### src/rtl/core/psc_pkg.sv
package psc_pkg;

	localparam int LIMIT_W         = 16;
	localparam int COUNT_W         = 13;
	localparam int DEF_MAX_LIMIT   = 65535;
	localparam int DEF_MAX_BASE    = 64;
	localparam int STEP_W          = 4;
	localparam int NUM_STEPS       = 2 ** STEP_W;

	typedef logic [LIMIT_W-1:0] limit_t;
	typedef logic [COUNT_W-1:0] count_t;
	typedef logic [STEP_W-1:0]  step_t;

	typedef enum logic [3:0] {
		OP_NOP,
		OP_LOAD,
		OP_FILL,
		OP_SQRT,
		OP_RD_I,
		OP_SQ_I,
		OP_CLR_I,
		OP_LIST,
		OP_K0,
		OP_RD_K,
		OP_SQ_P,
		OP_CLR_P,
		OP_K_INC,
		OP_CNT0,
		OP_CNT,
		OP_EMIT
	} op_t;

	typedef enum logic [3:0] {
		C_NEVER,
		C_ALWAYS,
		C_NO_REQ,
		C_A_LT_N,
		C_SQP_LE_N,
		C_I_GT_SQ,
		C_BIT_ZERO,
		C_J_LE_SQ,
		C_K_EQ_NB,
		C_J_LE_N,
		C_A_LE_N,
		C_OUT_BUSY
	} cond_t;

	typedef struct packed {
		op_t   op;
		cond_t cond;
		step_t tgt;
	} ctl_word_t;

	typedef struct packed {
		logic req_fire;
		logic a_lt_n;
		logic sqp_le_n;
		logic i_gt_sq;
		logic bit_zero;
		logic j_le_sq;
		logic k_eq_nb;
		logic j_le_n;
		logic a_le_n;
		logic out_busy;
	} psc_flags_t;

	localparam step_t S_IDLE     = step_t'(0);
	localparam step_t S_FILL     = step_t'(1);
	localparam step_t S_SQRT     = step_t'(2);
	localparam step_t S_SS_CHK   = step_t'(3);
	localparam step_t S_SS_TEST  = step_t'(4);
	localparam step_t S_SS_MARK  = step_t'(5);
	localparam step_t S_SS_LIST  = step_t'(6);
	localparam step_t S_MK_INIT  = step_t'(7);
	localparam step_t S_MK_CHK   = step_t'(8);
	localparam step_t S_MK_LOAD  = step_t'(9);
	localparam step_t S_MK_MARK  = step_t'(10);
	localparam step_t S_MK_NEXT  = step_t'(11);
	localparam step_t S_CNT_INIT = step_t'(12);
	localparam step_t S_CNT      = step_t'(13);
	localparam step_t S_CNT_END  = step_t'(14);
	localparam step_t S_DONE     = step_t'(15);

	// jump to tgt when cond holds, else fall through; the last step wraps to idle
	localparam ctl_word_t UCODE [NUM_STEPS] = '{
		'{OP_LOAD,  C_NO_REQ,   S_IDLE},
		'{OP_FILL,  C_A_LT_N,   S_FILL},
		'{OP_SQRT,  C_SQP_LE_N, S_SQRT},
		'{OP_RD_I,  C_I_GT_SQ,  S_MK_INIT},
		'{OP_SQ_I,  C_BIT_ZERO, S_SS_CHK},
		'{OP_CLR_I, C_J_LE_SQ,  S_SS_MARK},
		'{OP_LIST,  C_ALWAYS,   S_SS_CHK},
		'{OP_K0,    C_NEVER,    S_MK_INIT},
		'{OP_RD_K,  C_K_EQ_NB,  S_CNT_INIT},
		'{OP_SQ_P,  C_NEVER,    S_MK_LOAD},
		'{OP_CLR_P, C_J_LE_N,   S_MK_MARK},
		'{OP_K_INC, C_ALWAYS,   S_MK_CHK},
		'{OP_CNT0,  C_NEVER,    S_SS_TEST},
		'{OP_CNT,   C_A_LE_N,   S_CNT},
		'{OP_NOP,   C_NEVER,    S_CNT_END},
		'{OP_EMIT,  C_OUT_BUSY, S_DONE}
	};

endpackage

### src/rtl/core/psc_seq.sv
module psc_seq (
	input  logic                   clk,
	input  logic                   arst_n,
	input  psc_pkg::psc_flags_t    flags,
	output psc_pkg::ctl_word_t     ctl
);
	import psc_pkg::*;

	step_t step_q;
	logic  take;

	assign ctl = UCODE[step_q];

	always_comb begin
		unique case (ctl.cond)
			C_NEVER:    take = 1'b0;
			C_ALWAYS:   take = 1'b1;
			C_NO_REQ:   take = !flags.req_fire;
			C_A_LT_N:   take = flags.a_lt_n;
			C_SQP_LE_N: take = flags.sqp_le_n;
			C_I_GT_SQ:  take = flags.i_gt_sq;
			C_BIT_ZERO: take = flags.bit_zero;
			C_J_LE_SQ:  take = flags.j_le_sq;
			C_K_EQ_NB:  take = flags.k_eq_nb;
			C_J_LE_N:   take = flags.j_le_n;
			C_A_LE_N:   take = flags.a_le_n;
			C_OUT_BUSY: take = flags.out_busy;
			default:    take = 1'b0;
		endcase
	end

	always_ff @(posedge clk or negedge arst_n) begin
		if (!arst_n) begin
			step_q <= S_IDLE;
		end else if (take) begin
			step_q <= ctl.tgt;
		end else begin
			step_q <= step_q + step_t'(1);
		end
	end
endmodule
### config.mk
export PLATFORM = sky130hd
export DESIGN_NAME = psc_seq
export DESIGN_NICKNAME = d
export VERILOG_FILES = /design/src/rtl/core/psc_pkg.sv /design/src/rtl/core/psc_seq.sv
export SDC_FILE = /design/constraint.sdc
export NUM_CORES = 1
export LEC_CHECK = 0
export ABC_AREA = 0
export BUFFER_PORTS_ARGS = -buffer_cell sky130_fd_sc_hd__buf_2
export CAP_MARGIN = 30
export CORE_UTILIZATION = 47
export CTS_BUF_LIST = sky130_fd_sc_hd__clkbuf_8
export DETAILED_ROUTE_END_ITERATION = 7
export PLACE_DENSITY_LB_ADDON = 0.15
export SLEW_MARGIN = 20
export SYNTH_ARGS = -nofsm -noshare
export SYNTH_HDL_FRONTEND = slang
export SYNTH_SLANG_ARGS = --single-unit
### constraint.sdc
create_clock -name clk -period 2.65 [get_ports clk]
set_input_delay 0.1325 -clock clk [delete_from_list [all_inputs] [get_ports clk]]
set_output_delay 0.1325 -clock clk [all_outputs]
set_load 0.03 [all_outputs]
## Word level (Yosys, flattened, before mapping)

Memories as Yosys holds them, arrays and structs flattened.
Cells that the tools add are included.

| operators by class | value |
|---|---|
| bitwise gates (word level) | 1 |
| reductions and logical operators | 1 |
| equality and inequality tests | 11 |
| add/sub/neg operators | 1 |
| shifts and indexed selects | 0 |
| div/mod/pow operators | 0 |
| order comparisons | 1 |
| multiply operators | 0 |
| mux-type cells | 4 |

Operators with widths:

| operator | number |
|---|---|
| two-way mux 12 bit | 2 |
| equality test 4 x 3 -> 1 bit, second input constant | 4 |
| equality test 4 bit, second input constant | 4 |
| one-hot mux 1 bit (11 select lines) | 1 |
| equality test 4 x 2 -> 1 bit, second input constant | 2 |
| >= comparator 5 bit, second input constant | 1 |
| inverter 4 -> 5 bit | 1 |
| adder 4 x 1 -> 4 bit, second input constant | 1 |
| equality test 4 x 1 -> 1 bit, second input constant | 1 |
| two-way mux 4 bit | 1 |
| logical NOT 1 bit | 1 |

| word-level totals | value |
|---|---|
| logic and storage cells | 21 |
| output and inout port bits | 12 |
| latch bits | 0 |
| flip-flop bits (word level) | 4 |
| memory bits (read-only) | 192 |
| memory bits (writable) | 0 |
| memories | 1 |

Memories:

| memory | depth | width | rd ports | clocked after memory_dff | wr ports | line | RTL |
|---|---|---|---|---|---|---|---|
| (name not given) | 16 | 12 | 1 | 0 | 0 | psc_seq.sv:12 | `assign ctl = UCODE[step_q];` |

## Longest topological paths before layout

| logic depth | value |
|---|---|
| depth after elaboration | 7 |
| depth in mapped cells | 8 |
| depth with buffers taken out | 7 |

## Least setup slack after synthesis

Ideal clock, no wire load.

| timing | value |
|---|---|
| kind | register to register |
| start point | register step_q[0] |
| end point | register step_q[2] |
| clock period less this slack | 2.880 ns |
| setup time | 0.125 ns |
| data arrival time | 2.755 ns |
| slack | -0.230 ns |
| required time | 2.525 ns |
| stages on the path, launching flop included | 9 |
| buffers on the path | 1 |
| cells stage by stage | dfrtp_1 > clkbuf_8 > inv_1 > ha_1 > mux4_2 > or4_1 > a211o_1 > o311ai_4 > mux2_4 |

RTL lines:

| item | line | RTL |
|---|---|---|
| start, declared | psc_seq.sv:9 | `step_t step_q;` |
| start signal, assigned | psc_seq.sv:36 | `step_q <= ctl.tgt;` |
| start signal, assigned | psc_seq.sv:38 | `step_q <= step_q + step_t'(1);` |

## Worst setup path in the final report

| timing | value |
|---|---|
| start point | register step_q[0] |
| end point | register step_q[3] |

| on the way | value |
|---|---|
| cells in the longest elaborated chain, start to end | 7 |
| elaborated cells between the ends (all ways) | 18 |

Ends and longest elaborated chain:

| item | line | RTL |
|---|---|---|
| inverter 4 -> 5 bit (implied by the code) | psc_seq.sv:12 |  |
| memory (16 x 12 bit) | -- |  |
| two-way mux 12 bit (implied by the code) (2 in a row) | psc_seq.sv:12 |  |
| equality test 4 bit, or another cell as far along | psc_seq.sv:15 | `unique case (ctl.cond)` |
| one-hot mux 1 bit (11 select lines) | psc_seq.sv:15 |  |
| two-way mux 4 bit * | psc_seq.sv:35 | `end else if (take) begin` |

Mark *: on every way between the ends. The rest lies on a longest branch, timed or not. The select of a mux whose other input is x is not followed.

==> summary.md <==
| Metric | Value |
|---|---|
| CTS H-tree lvls | 1 |
| Final hold viol count | 0 |
| Drt drc | 0 |
| Detailed Route Iter0 Violations | 25 |
| Post-Synth Adder-Cell Area | 0.160 |
| Clock transition at path regs | 0.03 ns |
| Die Width | ~43 µm |
| Antenna cells | 0 |
| P&R area growth vs syn | 24.6% |
| Largest net degree at the start of global routing | 23 |
| Post-Route WL | 1.97 mm |
| Critical Path, Cell by Cell | inv_1 -> ha_4 -> mux4_2 -> or4_1 -> a211o_1 -> o311ai_4 -> mux2_4 |
| RSZ-0062 raised after global routing | no |
| Global Route Usage Sum | 0.238 |
| Simple-gate portion of the synthesized area | 0.0880 |
| First-pass GRT wire length | roughly 3.3 mm |
| Max-cap viol count | 0 |
| Die area | between 0.0015 and 0.002 mm² |
| CTS tree | done |
| Compound-Gate Fraction of Synth Area | 0.275 |
| Starting Density | 0.513 |
| Rows | 14 |
| Synth Register Bits | 4 |
| CP arrival | 2.67 ns |
| Num CTS Buffers | 3 |
| EDFF count, synth | 0 |
| Vias | between 700 and 800 |
| Setup violations, final | 0 |
| WP data required | ~2.8 ns |
| Vias per inst | 5.82 |
| Seq/Total Area, Yosys | 0.128 |
| Post-synthesis mux area share | 0.194 |
| CTS root buf | clkbuf_8 |
| Initial antenna violation count | 0 |
| Io pins | 24 |
| Slew Viols, Final | 0 |
| Number of synthesis warnings | 0 |
| Final Cycle Share | 0.970 |
| Largest reg by FF count | step_q |
| GRT overflow | 0 |
| I/O Buffers | 23 |
| Core area | between 0.0015 and 0.002 mm² |
| Max reg flops | 4 |
| Post-CTS sizing | 0 |
| Die height | 42.8 µm |
| Routability cong. | 0.865 |
| Cell variety after synth | 33 |
| CP max stage delay | just under 0.5 ns |
| Worst slew pin tran | 0.389 ns |
| Mapped Nets | approximately 110 |
| Clock Skew | 0.00158 ns |
| Async SR Flop Fraction | 1.00 |
| Fin crit period | 2.57 ns |
| Clk buf depth | 2 |
| Layout cells sized above 1 | 0.383 |
| # nets final | 139 |
| Crit Path Class | flop to flop |
| Class of the worst hold path | input port to async pin |
| Worst skew pair latency | 0.21 ns |
| Routed WL per cell | 15.0 µm |
| Critical path capture point type | flop |
| Syn_area_per_cell | 9.20 µm² |
| Placement Cell Area | a little over 900 µm² |
| Vias in the first global route | 695 |
| Status | complete, no violations |
| Clock sinks | 4 |
| Xor-xnor portion of the synthesized cell area | 0.0224 |
| Slowest cell on crit path | mux4_2 |
| Largest family of logic cells by synthesized area | compound AO/OA/AOI/OAI gates |
| Cells after synthesis | 85 |
| Dominant synthesized flop cell | dfrtp_1 |
| Routed Antenna Nets | 0 |
| First-pass DRT Iterations | 4 |
| Synthesized area | between 700 and 800 µm² |
| Post-route cell area | 975 µm² |
| Largest registers | step_q x4 |
| Startpoint Class | flop |
| Max Freq | 389 MHz |
| Slew headroom | 0.740 |
| Worst-path fanout max | 5 |
| Final HPWL DP | 1.45 mm |
cell families (layout without fill, tap and decap cells):
| kind of cell | Yosys count | in the layout |
|---|---|---|
| AOI/OAI and AO/OA | 28 | 28 |
| buffers and inverters | 15 | 45 |
| muxes | 10 | 10 |
| and+or+nand+nor | 16 | 16 |
| DFF | 4 | 4 |
| xor gates and xnor gates | 2 | 2 |
| adders and majority gates | 10 | 10 |
timing repair:
item,4_1_cts,5_1_grt
buffers inserted,0,0
hold buffers,1,0
endpoints found under the hold margin,4,0
cells in the mapped netlist, types with 2 or more instances:
cell / count / area [µm²]
a21boi_0: 3 / 22.5
a21oi_1: 5 / 25.0
a31oi_1: 2 / 12.5
clkbuf_8: 4 / 55.1
dfrtp_1: 4 / 100
ha_1: 10 / 125
inv_1: 10 / 37.5
mux2_2: 2 / 22.5
mux2_4: 4 / 60.1
mux2i_1: 2 / 20.0
nand2_1: 6 / 22.5
nor2_1: 5 / 18.8
nor3_1: 3 / 15.0
o21ai_0: 5 / 25.0
o32ai_1: 2 / 17.5
per-stage QoR:
step | setup TNS, ns | cells | setup WS (ns) | hold slack [ns] | utilization
after detailed placement | 0 | 127 | 0.116 | -0.0613 | 0.606
final | 0 | 131 | 0.0806 | 0.283 | 0.640
after floorplan | -0.806 | 85 | -0.202 | -0.163 | -
after global routing | 0 | 131 | 0.0162 | 0.289 | 0.640
after global placement | 0 | 127 | 0.181 | -0.0628 | 0.606
after CTS | 0 | 131 | 0.0868 | 0.247 | 0.640
worst paths after layout:
| kind | from | cells past startpoint | slack [ns] | endpoint |
|---|---|---|---|---|
| worst max-delay path | step_q[0] | 7 | 0.08 | step_q[3] |
| worst min-delay path | arst_n | 2 | 0.28 | step_q[3] |
| worst max register to register | step_q[0] | 7 | 0.08 | step_q[3] |
| worst min register to register | step_q[1] | 3 | 0.84 | step_q[1] |
| max in group asynchronous | arst_n | 2 | 2.25 | step_q[1] |
| min in group clk | flags[1] | 6 | 0.60 | step_q[2] |
worst max-delay path: cells and delay by family, from the launching register on:
| family | cells | cell delay, ns |
|---|---|---|
| multiplexers | 2 | 0.82 |
| flip-flops | 1 | 0.40 |
| AO/OA/AOI/OAI | 2 | 0.41 |
| adder cells (fa/ha/maj) | 1 | 0.24 |
| AND/OR/NAND/NOR | 1 | 0.42 |
| buffers and inverters | 1 | 0.16 |
final cells by class:
cell class | instances | area [µm²]
fill | 140 | 549
sequential | 4 | 100
timing repair buffer | 32 | 185
clock buffer | 3 | 41.3
multi-input combinational | 66 | 591
tap | 16 | 20.0
inverter | 10 | 37.5
metal layers:
metal,global-route usage,vias to the layer above,routed length [µm]
met5,0,-,0
li1,-,378,-
met1,0.339,364,893
met4,0.0750,0,16
met2,0.373,19,986
met3,0.0255,2,73
cell usage in the layout (no fill, tap or decap), types with 2 or more instances in the layout:
cell      count
inv_1        10
mux2_2        2
a31oi_1       2
o32ai_1       2
nand2_1       6
nor3_1        3
mux2i_1       2
buf_4         8
ha_1          9
a21boi_0      3
a21oi_1       5
nor2_1        5
o21ai_0       5
mux2_4        4
buf_2        23
dfrtp_1       4
clkbuf_8      3
Power is not shown: default switching activity piles up to over one toggle a cycle in this logic, so the estimate is an artifact.
